`src/rtl/pfac_pkg.sv`:
```
// ----------------------------------------------------------------------------
// pfac_pkg: shared types and constants of the pressure and flow alarm
// Holds the alarm level codes, the register indexes, the configuration
// bundle and the work item that travels from the front end to the back end.
// ----------------------------------------------------------------------------
package pfac_pkg;

    localparam int TimeW = 48;

    // Alarm level codes as they appear on the result channel.
    localparam logic [1:0] LVL_NORMAL  = 2'd0;
    localparam logic [1:0] LVL_WARNING = 2'd1;
    localparam logic [1:0] LVL_ALERT   = 2'd2;

    // Configuration register indexes.
    localparam logic [2:0] REG_PRESSURE_LOW  = 3'd0;
    localparam logic [2:0] REG_PRESSURE_HIGH = 3'd1;
    localparam logic [2:0] REG_FLOW_THRESH   = 3'd2;
    localparam logic [2:0] REG_FLOW_WINDOW   = 3'd3;
    localparam logic [2:0] REG_ALERT_TONE    = 3'd4;
    localparam logic [2:0] REG_WARN_TONE     = 3'd5;
    localparam logic [2:0] REG_ALERT_MUTE    = 3'd6;
    localparam logic [2:0] REG_WARN_MUTE     = 3'd7;

    // Alert margin of 15.0 in Q11.4, and beep half periods in microseconds.
    localparam logic signed [17:0] ALERT_MARGIN = 18'sd240;
    localparam logic [TimeW-1:0] ALERT_TOGGLE_US = 48'd150000;
    localparam logic [TimeW-1:0] WARN_TOGGLE_US  = 48'd500000;

    localparam logic [25:0] US_PER_MS = 26'd1000;
    localparam logic [35:0] US_PER_S  = 36'd1000000;

    // Window and mute lengths are kept in microseconds, scaled at write time.
    typedef struct packed {
        logic signed [15:0] pressure_low;
        logic signed [15:0] pressure_high;
        logic [14:0]        flow_thresh;
        logic [25:0]        flow_window_us;
        logic               alert_tone;
        logic               warn_tone;
        logic [35:0]        alert_mute_us;
        logic [35:0]        warn_mute_us;
    } cfg_t;

    // One classified item waiting for the back end.
    typedef struct packed {
        logic               mode;
        logic [TimeW-1:0]   now_us;
        logic signed [15:0] flow;
        logic               press_alert;
        logic               press_warn;
        logic [TimeW-1:0]   mute_end_alert;
        logic [TimeW-1:0]   mute_end_warn;
    } item_t;

endpackage

```
`src/rtl/pfac_cfg.sv`:
```
// ----------------------------------------------------------------------------
// pfac_cfg: configuration registers
// Takes register writes and keeps time lengths pre-scaled to microseconds.
// ----------------------------------------------------------------------------
module pfac_cfg (
    input  logic              aclk,
    input  logic              aresetn,
    input  logic              wr_en,
    input  logic [2:0]        wr_addr,
    input  logic [15:0]       wr_data,
    output pfac_pkg::cfg_t    cfg
);
    import pfac_pkg::*;

    cfg_t cfg_reg;
    cfg_t cfg_next;

    always_comb begin
        cfg_next = cfg_reg;
        if (wr_en) begin
            unique case (wr_addr)
                REG_PRESSURE_LOW:  cfg_next.pressure_low   = signed'(wr_data);
                REG_PRESSURE_HIGH: cfg_next.pressure_high  = signed'(wr_data);
                REG_FLOW_THRESH:   cfg_next.flow_thresh    = wr_data[14:0];
                REG_FLOW_WINDOW:   cfg_next.flow_window_us = 26'(wr_data) * US_PER_MS;
                REG_ALERT_TONE:    cfg_next.alert_tone     = wr_data[0];
                REG_WARN_TONE:     cfg_next.warn_tone      = wr_data[0];
                REG_ALERT_MUTE:    cfg_next.alert_mute_us  = 36'(wr_data) * US_PER_S;
                REG_WARN_MUTE:     cfg_next.warn_mute_us   = 36'(wr_data) * US_PER_S;
                default: begin
                end
            endcase
        end
    end

    always_ff @(posedge aclk) begin
        if (!aresetn) begin
            cfg_reg.pressure_low   <= '0;
            cfg_reg.pressure_high  <= '0;
            cfg_reg.flow_thresh    <= '0;
            cfg_reg.flow_window_us <= 26'd1000000;
            cfg_reg.alert_tone     <= 1'b1;
            cfg_reg.warn_tone      <= 1'b1;
            cfg_reg.alert_mute_us  <= 36'd120000000;
            cfg_reg.warn_mute_us   <= 36'd120000000;
        end else begin
            cfg_reg <= cfg_next;
        end
    end

    assign cfg = cfg_reg;

endmodule

```
`src/rtl/pfac_front.sv`:
```
// ----------------------------------------------------------------------------
// pfac_front: item classifier
// Compares pressure against the limits and works out both possible mute end
// times, none of which depends on the alarm state.
// ----------------------------------------------------------------------------
module pfac_front (
    input  logic                   mode,
    input  logic [47:0]            now_us,
    input  logic signed [15:0]     pressure_sample,
    input  logic signed [15:0]     flow_sample,
    input  pfac_pkg::cfg_t         cfg,
    output pfac_pkg::item_t        item
);
    import pfac_pkg::*;

    logic signed [17:0] p_ext;
    logic signed [17:0] low_ext;
    logic signed [17:0] high_ext;
    logic [TimeW:0]     end_alert_sum;
    logic [TimeW:0]     end_warn_sum;

    assign p_ext    = {{2{pressure_sample[15]}}, pressure_sample};
    assign low_ext  = {{2{cfg.pressure_low[15]}}, cfg.pressure_low};
    assign high_ext = {{2{cfg.pressure_high[15]}}, cfg.pressure_high};

    assign end_alert_sum = {1'b0, now_us} + 49'(cfg.alert_mute_us);
    assign end_warn_sum  = {1'b0, now_us} + 49'(cfg.warn_mute_us);

    always_comb begin
        item.mode        = mode;
        item.now_us      = now_us;
        item.flow        = flow_sample;
        item.press_alert = (p_ext < low_ext - ALERT_MARGIN) ||
                           (p_ext > high_ext + ALERT_MARGIN);
        item.press_warn  = (p_ext < low_ext) || (p_ext > high_ext);
        // The end time saturates at the largest 48-bit value.
        item.mute_end_alert = end_alert_sum[TimeW] ? '1 : end_alert_sum[TimeW-1:0];
        item.mute_end_warn  = end_warn_sum[TimeW]  ? '1 : end_warn_sum[TimeW-1:0];
    end

endmodule

```
`src/rtl/pfac_queue.sv`:
```
// ----------------------------------------------------------------------------
// pfac_queue: two-entry queue between front end and back end
// Lets the input side keep accepting while the back end waits on the output.
// ----------------------------------------------------------------------------
module pfac_queue (
    input  logic              aclk,
    input  logic              aresetn,
    input  logic              push,
    input  pfac_pkg::item_t   push_item,
    output logic              full,
    input  logic              pop,
    output logic              not_empty,
    output pfac_pkg::item_t   head_item
);
    import pfac_pkg::*;

    item_t       slot_reg [2];
    logic        wr_ptr_reg;
    logic        wr_ptr_next;
    logic        rd_ptr_reg;
    logic        rd_ptr_next;
    logic [1:0]  count_reg;
    logic [1:0]  count_next;

    assign full      = (count_reg == 2'd2);
    assign not_empty = (count_reg != 2'd0);
    assign head_item = slot_reg[rd_ptr_reg];

    always_comb begin
        wr_ptr_next = push ? ~wr_ptr_reg : wr_ptr_reg;
        rd_ptr_next = pop  ? ~rd_ptr_reg : rd_ptr_reg;
        count_next  = count_reg + 2'(push) - 2'(pop);
    end

    always_ff @(posedge aclk) begin
        if (push) begin
            slot_reg[wr_ptr_reg] <= push_item;
        end
    end

    always_ff @(posedge aclk) begin
        if (!aresetn) begin
            wr_ptr_reg <= 1'b0;
            rd_ptr_reg <= 1'b0;
            count_reg  <= 2'd0;
        end else begin
            wr_ptr_reg <= wr_ptr_next;
            rd_ptr_reg <= rd_ptr_next;
            count_reg  <= count_next;
        end
    end

endmodule

```
`src/rtl/pfac_back.sv`:
```
// ----------------------------------------------------------------------------
// pfac_back: alarm state update
// Holds the alarm state, applies one queued item per cycle while the result
// register is empty or being taken, and drives the result register.
// ----------------------------------------------------------------------------
module pfac_back (
    input  logic              aclk,
    input  logic              aresetn,
    input  pfac_pkg::cfg_t    cfg,
    input  logic              item_valid,
    input  pfac_pkg::item_t   item,
    output logic              item_pop,
    output logic              m_tvalid,
    input  logic              m_tready,
    output logic [7:0]        m_tdata
);
    import pfac_pkg::*;

    logic [1:0]         level_reg,        level_next;
    logic               mute_reg,         mute_next;
    logic [TimeW-1:0]   mute_end_reg,     mute_end_next;
    logic [TimeW-1:0]   last_toggle_reg,  last_toggle_next;
    logic               phase_reg,        phase_next;
    logic               buzzer_reg,       buzzer_next;
    logic signed [15:0] base_flow_reg,    base_flow_next;
    logic [TimeW-1:0]   base_start_reg,   base_start_next;
    logic               base_present_reg, base_present_next;
    logic               out_valid_reg,    out_valid_next;
    logic [7:0]         out_data_reg,     out_data_next;

    logic               restart;
    logic [TimeW-1:0]   base_elapsed;
    logic [TimeW-1:0]   toggle_elapsed;
    logic [TimeW-1:0]   toggle_iv;
    logic signed [16:0] flow_diff;
    logic [16:0]        flow_abs;
    logic               flow_warn;
    logic [1:0]         target;
    logic               mute_kept;
    logic               tone;

    assign item_pop = item_valid && (!out_valid_reg || m_tready);

    assign base_elapsed   = item.now_us - base_start_reg;
    assign toggle_elapsed = item.now_us - last_toggle_reg;
    assign flow_diff      = {item.flow[15], item.flow} - {base_flow_reg[15], base_flow_reg};
    assign flow_abs       = flow_diff[16] ? 17'(-flow_diff) : 17'(flow_diff);

    always_comb begin
        level_next        = level_reg;
        mute_next         = mute_reg;
        mute_end_next     = mute_end_reg;
        last_toggle_next  = last_toggle_reg;
        phase_next        = phase_reg;
        buzzer_next       = buzzer_reg;
        base_flow_next    = base_flow_reg;
        base_start_next   = base_start_reg;
        base_present_next = base_present_reg;

        restart = !base_present_reg || (item.now_us < base_start_reg) ||
                  (base_elapsed >= 48'(cfg.flow_window_us));
        flow_warn = !restart && (flow_abs > 17'(cfg.flow_thresh));

        if (item.press_alert) begin
            target = LVL_ALERT;
        end else if (item.press_warn || flow_warn) begin
            target = LVL_WARNING;
        end else begin
            target = LVL_NORMAL;
        end

        // Escalation from warning to alert breaks the mute, then it may expire.
        mute_kept = mute_reg && !(target == LVL_ALERT && level_reg == LVL_WARNING) &&
                    (item.now_us < mute_end_reg);
        toggle_iv = (target == LVL_ALERT) ? ALERT_TOGGLE_US : WARN_TOGGLE_US;
        tone      = (target == LVL_ALERT) ? cfg.alert_tone : cfg.warn_tone;

        if (item.mode) begin
            if (level_reg != LVL_NORMAL) begin
                mute_next     = 1'b1;
                mute_end_next = (level_reg == LVL_ALERT) ? item.mute_end_alert
                                                         : item.mute_end_warn;
                buzzer_next   = 1'b0;
            end
        end else begin
            if (restart) begin
                base_flow_next    = item.flow;
                base_start_next   = item.now_us;
                base_present_next = 1'b1;
            end
            level_next = target;
            mute_next  = mute_kept;
            if (target == LVL_NORMAL || mute_kept) begin
                buzzer_next = 1'b0;
            end else if (item.now_us >= last_toggle_reg && toggle_elapsed >= toggle_iv) begin
                phase_next       = ~phase_reg;
                last_toggle_next = item.now_us;
                buzzer_next      = ~phase_reg & tone;
            end
        end

        out_valid_next = item_pop ? 1'b1 : (m_tready ? 1'b0 : out_valid_reg);
        out_data_next  = item_pop ? {4'b0, buzzer_next, mute_next, level_next} : out_data_reg;
    end

    always_ff @(posedge aclk) begin
        if (!aresetn) begin
            mute_end_reg    <= '0;
            last_toggle_reg <= '0;
            base_flow_reg   <= '0;
            base_start_reg  <= '0;
        end else if (item_pop) begin
            mute_end_reg    <= mute_end_next;
            last_toggle_reg <= last_toggle_next;
            base_flow_reg   <= base_flow_next;
            base_start_reg  <= base_start_next;
        end
        out_data_reg <= out_data_next;
    end

    always_ff @(posedge aclk) begin
        if (!aresetn) begin
            level_reg        <= LVL_NORMAL;
            mute_reg         <= 1'b0;
            phase_reg        <= 1'b0;
            buzzer_reg       <= 1'b0;
            base_present_reg <= 1'b0;
            out_valid_reg    <= 1'b0;
        end else begin
            if (item_pop) begin
                level_reg        <= level_next;
                mute_reg         <= mute_next;
                phase_reg        <= phase_next;
                buzzer_reg       <= buzzer_next;
                base_present_reg <= base_present_next;
            end
            out_valid_reg <= out_valid_next;
        end
    end

    assign m_tvalid = out_valid_reg;
    assign m_tdata  = out_data_reg;

endmodule

```
`src/rtl/pressure_flow_alarm_controller.sv`:
```
// ----------------------------------------------------------------------------
// pressure_flow_alarm_controller: pressure and flow alarm with mute and beep
// Classifies timestamped pressure and flow samples, handles mute presses and
// produces the alarm level, mute flag and buzzer drive for each transaction.
// ----------------------------------------------------------------------------
// Usage:
// The slave channel (s_tvalid, s_tready, s_tdata, s_tuser) takes one item per
// transaction. s_tuser carries the mode: 0 for a pressure and flow sample,
// 1 for a press of the mute button. Every accepted transaction produces
// exactly one result transaction on the master channel, in order.
// The configuration channel (cfg_valid, cfg_ready, cfg_addr, cfg_wdata)
// writes one register per transaction; write only while the block is idle.
// Time lengths are scaled to microseconds as they are written.
// A result passes through the queue and then the output register before it is
// valid on the master channel. Throughput is one item per cycle while the
// receiver takes results, set by the state update in the back end.
// A front end classifies pressure and computes mute end times, a two-entry
// queue decouples it from the back end, and the back end owns the alarm state
// and an output register. When the receiver stalls the output register holds
// its result, the queue absorbs two more items and s_tready then drops.
// Synchronous reset (aresetn low) restores the register defaults, clears the
// alarm state and empties the queue and output register.
// ----------------------------------------------------------------------------
module pressure_flow_alarm_controller (
    input  logic        aclk,
    input  logic        aresetn,

    input  logic        s_tvalid,
    output logic        s_tready,
    // Fields from bit 0: now_us [47:0], pressure_sample [63:48], flow_sample [79:64].
    input  logic [79:0] s_tdata,
    // Fields from bit 0: mode [0].
    input  logic [0:0]  s_tuser,

    output logic        m_tvalid,
    input  logic        m_tready,
    // Fields from bit 0: alarm_level [1:0], muted_flag [2], buzzer_drive [3], zero [7:4].
    output logic [7:0]  m_tdata,

    input  logic        cfg_valid,
    output logic        cfg_ready,
    input  logic [2:0]  cfg_addr,
    input  logic [15:0] cfg_wdata
);
    import pfac_pkg::*;

    cfg_t  cfg;
    item_t front_item;
    item_t head_item;
    logic  queue_full;
    logic  queue_not_empty;
    logic  queue_pop;
    logic  s_accept;

    // Registers are always ready to take a write.
    assign cfg_ready = 1'b1;

    assign s_tready = !queue_full;
    assign s_accept = s_tvalid && s_tready;

    pfac_cfg u_cfg (
        .aclk    (aclk),
        .aresetn (aresetn),
        .wr_en   (cfg_valid && cfg_ready),
        .wr_addr (cfg_addr),
        .wr_data (cfg_wdata),
        .cfg     (cfg)
    );

    pfac_front u_front (
        .mode            (s_tuser[0]),
        .now_us          (s_tdata[47:0]),
        .pressure_sample (signed'(s_tdata[63:48])),
        .flow_sample     (signed'(s_tdata[79:64])),
        .cfg             (cfg),
        .item            (front_item)
    );

    pfac_queue u_queue (
        .aclk      (aclk),
        .aresetn   (aresetn),
        .push      (s_accept),
        .push_item (front_item),
        .full      (queue_full),
        .pop       (queue_pop),
        .not_empty (queue_not_empty),
        .head_item (head_item)
    );

    pfac_back u_back (
        .aclk       (aclk),
        .aresetn    (aresetn),
        .cfg        (cfg),
        .item_valid (queue_not_empty),
        .item       (head_item),
        .item_pop   (queue_pop),
        .m_tvalid   (m_tvalid),
        .m_tready   (m_tready),
        .m_tdata    (m_tdata)
    );

endmodule

```
`config.mk`:
```
export PLATFORM = sky130hd
export DESIGN_NAME = pressure_flow_alarm_controller
export DESIGN_NICKNAME = d
export VERILOG_FILES = /design/src/rtl/pfac_pkg.sv /design/src/rtl/pfac_cfg.sv /design/src/rtl/pfac_front.sv /design/src/rtl/pfac_queue.sv /design/src/rtl/pfac_back.sv /design/src/rtl/pressure_flow_alarm_controller.sv
export SDC_FILE = /design/constraint.sdc
export NUM_CORES = 2
export LEC_CHECK = 0
export ABC_AREA = 1
export BUFFER_PORTS_ARGS = -buffer_cell sky130_fd_sc_hd__buf_2
export CORE_UTILIZATION = 50
export DETAILED_ROUTE_END_ITERATION = 16
export PLACE_DENSITY = 0.65
export SLEW_MARGIN = 30
export SYNTH_ARGS = -nofsm -noshare
export SYNTH_HDL_FRONTEND = slang
export SYNTH_SLANG_ARGS = --single-unit
```
`constraint.sdc`:
```
create_clock -name aclk -period 7.34 [get_ports aclk]
set_input_delay 0.367 -clock aclk [delete_from_list [all_inputs] [get_ports aclk]]
set_output_delay 0.367 -clock aclk [all_outputs]
set_load 0.02 [all_outputs]
```
After elaboration in Yosys (flattened, before gate mapping). Memory sizes are Yosys's and may differ from the RTL's. A register that Yosys moved wholly into a read port is not among the register bits. Index checks and enable logic that the tools add are counted.

Bitwise operators: 6. Multiplexer cells: 21. Eq/ne operators: 11. Add/sub/neg operators: 10. Reductions and logical operators: 35. $mul: 2. $lt $le $gt $ge: 10.

Operator list (count): 2-to-1 mux 48 bit (3); adder 48 x 36 -> 49 bit (2); >= comparator 48 bit (2); < comparator 48 bit (2); subtractor 48 bit (2); >= comparator 48 x 26 -> 1 bit (1); multiplier 16 x 14 -> 30 bit, second input constant (1); multiplier 16 x 7 -> 23 bit, second input constant (1); 2-to-1 mux 19 bit (1); adder 16 x 9 -> 17 bit, second input constant (1); > comparator 16 x 17 -> 1 bit (1); > comparator 17 x 15 -> 1 bit (1); < comparator 16 x 17 -> 1 bit (1); 2-to-1 mux 17 bit (1); negation 17 bit (1); subtractor 16 x 16 -> 17 bit (1); subtractor 16 x 9 -> 17 bit, second input constant (1); > comparator 16 bit (1); < comparator 16 bit (1); AND reduction 2 bit (8); 2-to-1 mux 1 bit (14); equality test 3 bit, second input constant (4); logical AND 1 bit (7); logical OR 1 bit (7); other kinds (15) (30).

Input bits: 105. Word-level logic and storage cells: 118. Output and inout port bits: 11. Memories kept: 1. Register bits: 307. Memory bits (writable): 326.

Memories: u_queue.slot_reg (depth 2, width 163, rd ports 1, clocked after Yosys merged registers in 1, wr ports 1, RTL line pfac_queue.sv:17) `item_t slot_reg [2];`.

Depth between registers and ports, before layout.
Word-level depth: 16. Gate-level depth with buffers: 39. Depth with buffers taken out: 36.

Cells and area by module. From an unflattened synthesis, not the netlist that was laid out.

Cells, all modules: 7540. Area total of the unflattened synthesis: 53408.7 µm².

Modules (own cells, without submodules): pfac_back (instances 1, sequential area each 3463.3 µm², cells each 3387, area each 19187.2 µm²); pfac_queue (instances 1, sequential area each 9889.5 µm², cells each 540, area each 12259.3 µm²); pfac_cfg (instances 1, sequential area each 2642.5 µm², cells each 1539, area each 11529.8 µm²); pfac_front (instances 1, sequential area each 0.0 µm², cells each 2069, area each 10407.5 µm²); pressure_flow_alarm_controller (instances 1, sequential area each 0.0 µm², cells each 5, area each 25.0 µm²).

Worst setup path after synthesis. OpenSTA, ideal clock, no wires.

Kind: register -> register. From: register u_queue.count_reg[0]. To: memory u_queue.slot_reg[1][0] in the netlist's numbering (enable). Arrival time: 7436 ps. Setup time: 690 ps. Path buffers: 0. Data required time: 6650 ps. Stages on the path, launching flop included: 5. Period minus slack after synthesis: 8126 ps. Path slack: -786 ps. Cell sequence: dfxtp_1 > inv_1 > nand2_1 > nand2_1 > nor2_1.

Longest elaborated chain between the ends: 5.

RTL lines: start, declared (RTL line pfac_queue.sv:22) `logic [1:0] count_reg;`; start signal, assigned (RTL line pfac_queue.sv:49) `count_reg <= count_next;`; equality test 2 bit (RTL line pfac_queue.sv:25) `assign full = (count_reg == 2'd2);`; zero test 1 bit (RTL line pressure_flow_alarm_controller.sv:58) `assign s_tready = !queue_full;`; net s_tready (RTL line pressure_flow_alarm_controller.sv:29) `output logic s_tready,`; logical AND 1 bit (RTL line pressure_flow_alarm_controller.sv:59) `assign s_accept = s_tvalid && s_tready;`; 2-to-1 mux 1 bit (RTL line pfac_queue.sv:36) `if (push) begin`; 2-to-1 mux 1 bit (not written as such) (RTL line pfac_queue.sv:37) `slot_reg[wr_ptr_reg] <= push_item;`; end, declared (RTL line pfac_queue.sv:17).

The timed path passes the listed nets, and every way through them passes these cells.

==> impl_metrics.yaml <==
die:
  die_y_um: 306
  ioPinCount: 116
  rows: 111
  fp.dieW_um: 306
  dieArea_mm2: 0.0936
  fp.coreArea_mm2: 0.0917
  initial_utilization: 0.504
route:
  routed_wl_mm: 139
  vias: 40000
  ant_nets: 0
  viasPerCell: 5.38
  first_pass_iters: 6
  wl_per_cell_um: 18.6
  drtIter0Drc: 2761
  drc: 0
timing:
  slew_headroom: 0.224
  final-setup-viol-count: 0
  tightest_slew_ns: 1.16
  layout_setup_ws_ns: 0.845
  rsz0062_at_grt: "no"
  final_hold_viol_count: 0
  fmax_ghz: 0.154
  fin_tns_setup_ns: 0
  timing.final.crit_share: 0.885
  skew_ns: 0.0294
  maxSlewViolCount: 0
  period_minus_slack_ns: 6.49
placed_design:
  io_buffers: 110
  dp.final_hpwl_mm: 108
  place_worst_setup_slack_ns: 0.961
  gp_congestion: 1.04
power:
  vdd_drop_max_mv: 0.446
  p_sw_mw: 10.9
  pwr-share-comb: 0.621
  seqPwrFrac: 0.210
  pwr_density_cell_mw_per_mm2: 436
  clock_power_share: 0.168
  p_leak_nw: 23.4
  switching_share: 0.493
  p_int_mw: 11.2
worst_setup_path:
  path_common_cell: "nand2_1"
  worst_setup_path_end_kind: "flop"
  timing.rr.end: "u_back.last_toggle_reg[34]"
  rrSetupSlack_ns: 0.85
  critical-path-max-stage-delay_ns: 0.61
  crit_path_start_kind: "flop"
  r2r_cells: 28
  crit_slowest_cell: "dfxtp_4"
  path_max_fanout: 62
  arrival_ns: 7.03
  required_ns: 7.88
  crit_type: "flop to flop"
min_path:
  hold_path_depth: 1
  hold_end: "u_queue.slot_reg[1][127]"
  hp-start: "s_tdata[13]"
  hold_path_class: "input pin to flop"
cells_and_area:
  area_growth_pct: 10.1
  fin_nets: 6861
  largest_register_ffs: 326
  layout_common_cells: "1277 x nand2_1, 988 x inv_1, 558 x nor2_1"
  drive_gt1_frac: 0.0636
  final_common_cell: "nand2_1"
  fillers: 8754
global_route:
  grt_pass1_wl_mm: 215
  grt_start_max_net_pins: 138
  antenna_found_initial: 6
  first_global_vias: 38400
  grt-ovfl-total: 0
  grt.total_usage: 0.295
clock_network:
  clkSlewWorstSetupHoldPaths_ns: 0.06
  cts_max_level: 3
  cts_root_buf: "clkbuf_16"
  post_cts_buffers: 0
  cts_tree: "built"
  post_cts_resized: 0
  clockBufferDepth: 3
  numClockSinks: 634
  numCtsBuffers: 75
  clock_latency_ns: 0.65
outcome:
  status: "complete, no violations"
yosys:
  ys_seq_area_frac: 0.346
  ys_types: 60
  ys.flop_type: "edfxtp_1"
  yosys_warnings: 0
  synth_edf_count: 330
  syn_area_mm2: 0.0462
  synth_largest_area_cell: "edfxtp_1"
  syn_inst: 6071
  async_reset_ff_frac: 0
  ys_ff_latch: 634
  yosysTopAreaCellShare: 0.214
  synth_area_leaders: "edfxtp_1 21%, dfxtp_1 13%, ha_1 13%"
  syn_area_per_cell_um2: 7.61
flow_run:
  drv_cap: 0
[kinds of logic (layout without fill, tap and decap cells)]
kind of cell | Yosys count | in the layout | share of synthesized area
AND/OR/NAND/NOR | 2351 | 2351 | 0.213
XOR/XNOR | 156 | 156 | 0.0297
AO/OA/AOI/OAI | 1192 | 1192 | 0.141
buffers and inverters | 1146 | 1318 | 0.0959
multiplexers | 17 | 17 | 0.00368
other | 2 | 9 | 0.000163
adder cells (fa/ha/maj) | 573 | 573 | 0.171
flip-flops | 634 | 634 | 0.346
[Yosys cell counts (3+ instances only)]
master and n:
a211oi_1 7, nor3_2 3, nand3_2 3, o21ai_1 13, clkbuf_1 96, mux2i_1 17
fa_1 97, nor2_2 28, a31oi_1 71, buf_4 14, nor4_1 8, o21ai_0 485
nor2_1 562, edfxtp_1 330, nand4_1 66, nand3b_1 19, o211ai_1 23, o31ai_1 5
a31o_2 4, xor2_1 105, and2_1 3, nand2_1 1281, ha_1 476, a21boi_0 8
o2111ai_1 4, o21bai_1 27, dfxtp_1 304, buf_2 25, a21oi_1 452, buf_1 13
nor3_1 53, and3_1 3, a21o_1 14, nand3_1 229, inv_2 4, inv_1 989
o21a_1 62, nand2_2 13, o221ai_1 3, or2_2 74, xnor2_1 50
[critical path, delay by kind of cell, from the launching register on]
kind                     cells  cell delay, ns
flip-flops                   1            0.61
buffers and inverters        5            1.37
adder cells (fa/ha/maj)      2            0.74
AO/OA/AOI/OAI                6            1.25
XOR/XNOR                     1            0.19
AND/OR/NAND/NOR             14            2.17
[per-stage QoR]
stage	total power [mW]	hold WS [ns]	cells	cell area, um^2	utilization
2_1_floorplan	14.4	0.426	6074	46200	-
3_3_place_gp	18.3	0.443	7248	47900	0.523
3_5_place_dp	18.3	0.451	7249	47900	0.523
4_1_cts	22.2	0.00152	7432	50800	0.555
5_1_grt	24.2	0.0150	7433	50900	0.555
6_report	22.2	0.0316	7436	50900	0.555
[how the worst max path moves through the flow]
stage | start | end | slack [ns] | cells after the start
2_1_floorplan | flop | u_back.phase_reg | 1.94 | 36
3_3_place_gp | flop | u_back.last_toggle_reg[34] | 0.89 | 28
3_5_place_dp | flop | u_back.last_toggle_reg[41] | 0.96 | 28
4_1_cts | flop | u_back.last_toggle_reg[3] | 0.86 | 28
5_1_grt | flop | u_back.last_toggle_reg[45] | 0.45 | 28
6_report | flop | u_back.last_toggle_reg[34] | 0.85 | 28
[power by group through the flow]
stage	combinational (mW)	sequential (mW)	clock, mW
4_1_cts	13.7	4.66	3.80
3_5_place_dp	13.6	4.73	0
5_1_grt	15.5	4.71	3.95
3_3_place_gp	13.5	4.72	0
2_1_floorplan	9.75	4.67	0
6_report	13.8	4.66	3.73
[layout make-up]
| class | instances | area, um^2 | share of cell area |
|---|---|---|---|
| Antenna cell | 4 | 10.0 | 0.000197 |
| Clock buffer | 112 | 2100 | 0.0412 |
| Clock inverter | 28 | 383 | 0.00753 |
| Inverter | 995 | 3740 | 0.0735 |
| Multi-Input combinational cell | 4294 | 25800 | 0.508 |
| Sequential cell | 634 | 16000 | 0.315 |
| Tap cell | 1186 | 1480 | 0.0292 |
| Timing Repair Buffer | 183 | 1310 | 0.0257 |
[layer usage]
layer	track usage	wire length [um]	vias to the layer above
met5	0	57	-
met4	0.102	4690	10
met3	0.0353	7230	249
met2	0.515	67300	985
met1	0.377	59300	18600
li1	-	-	20100
[timing repair]
| item | in CTS | in global routing |
|---|---|---|
| setup endpoints to repair | 0 | 0 |
| hold buffers | 43 | 0 |
| hold endpoints to repair | 86 | 0 |
(Power assumes the default switching activity.)
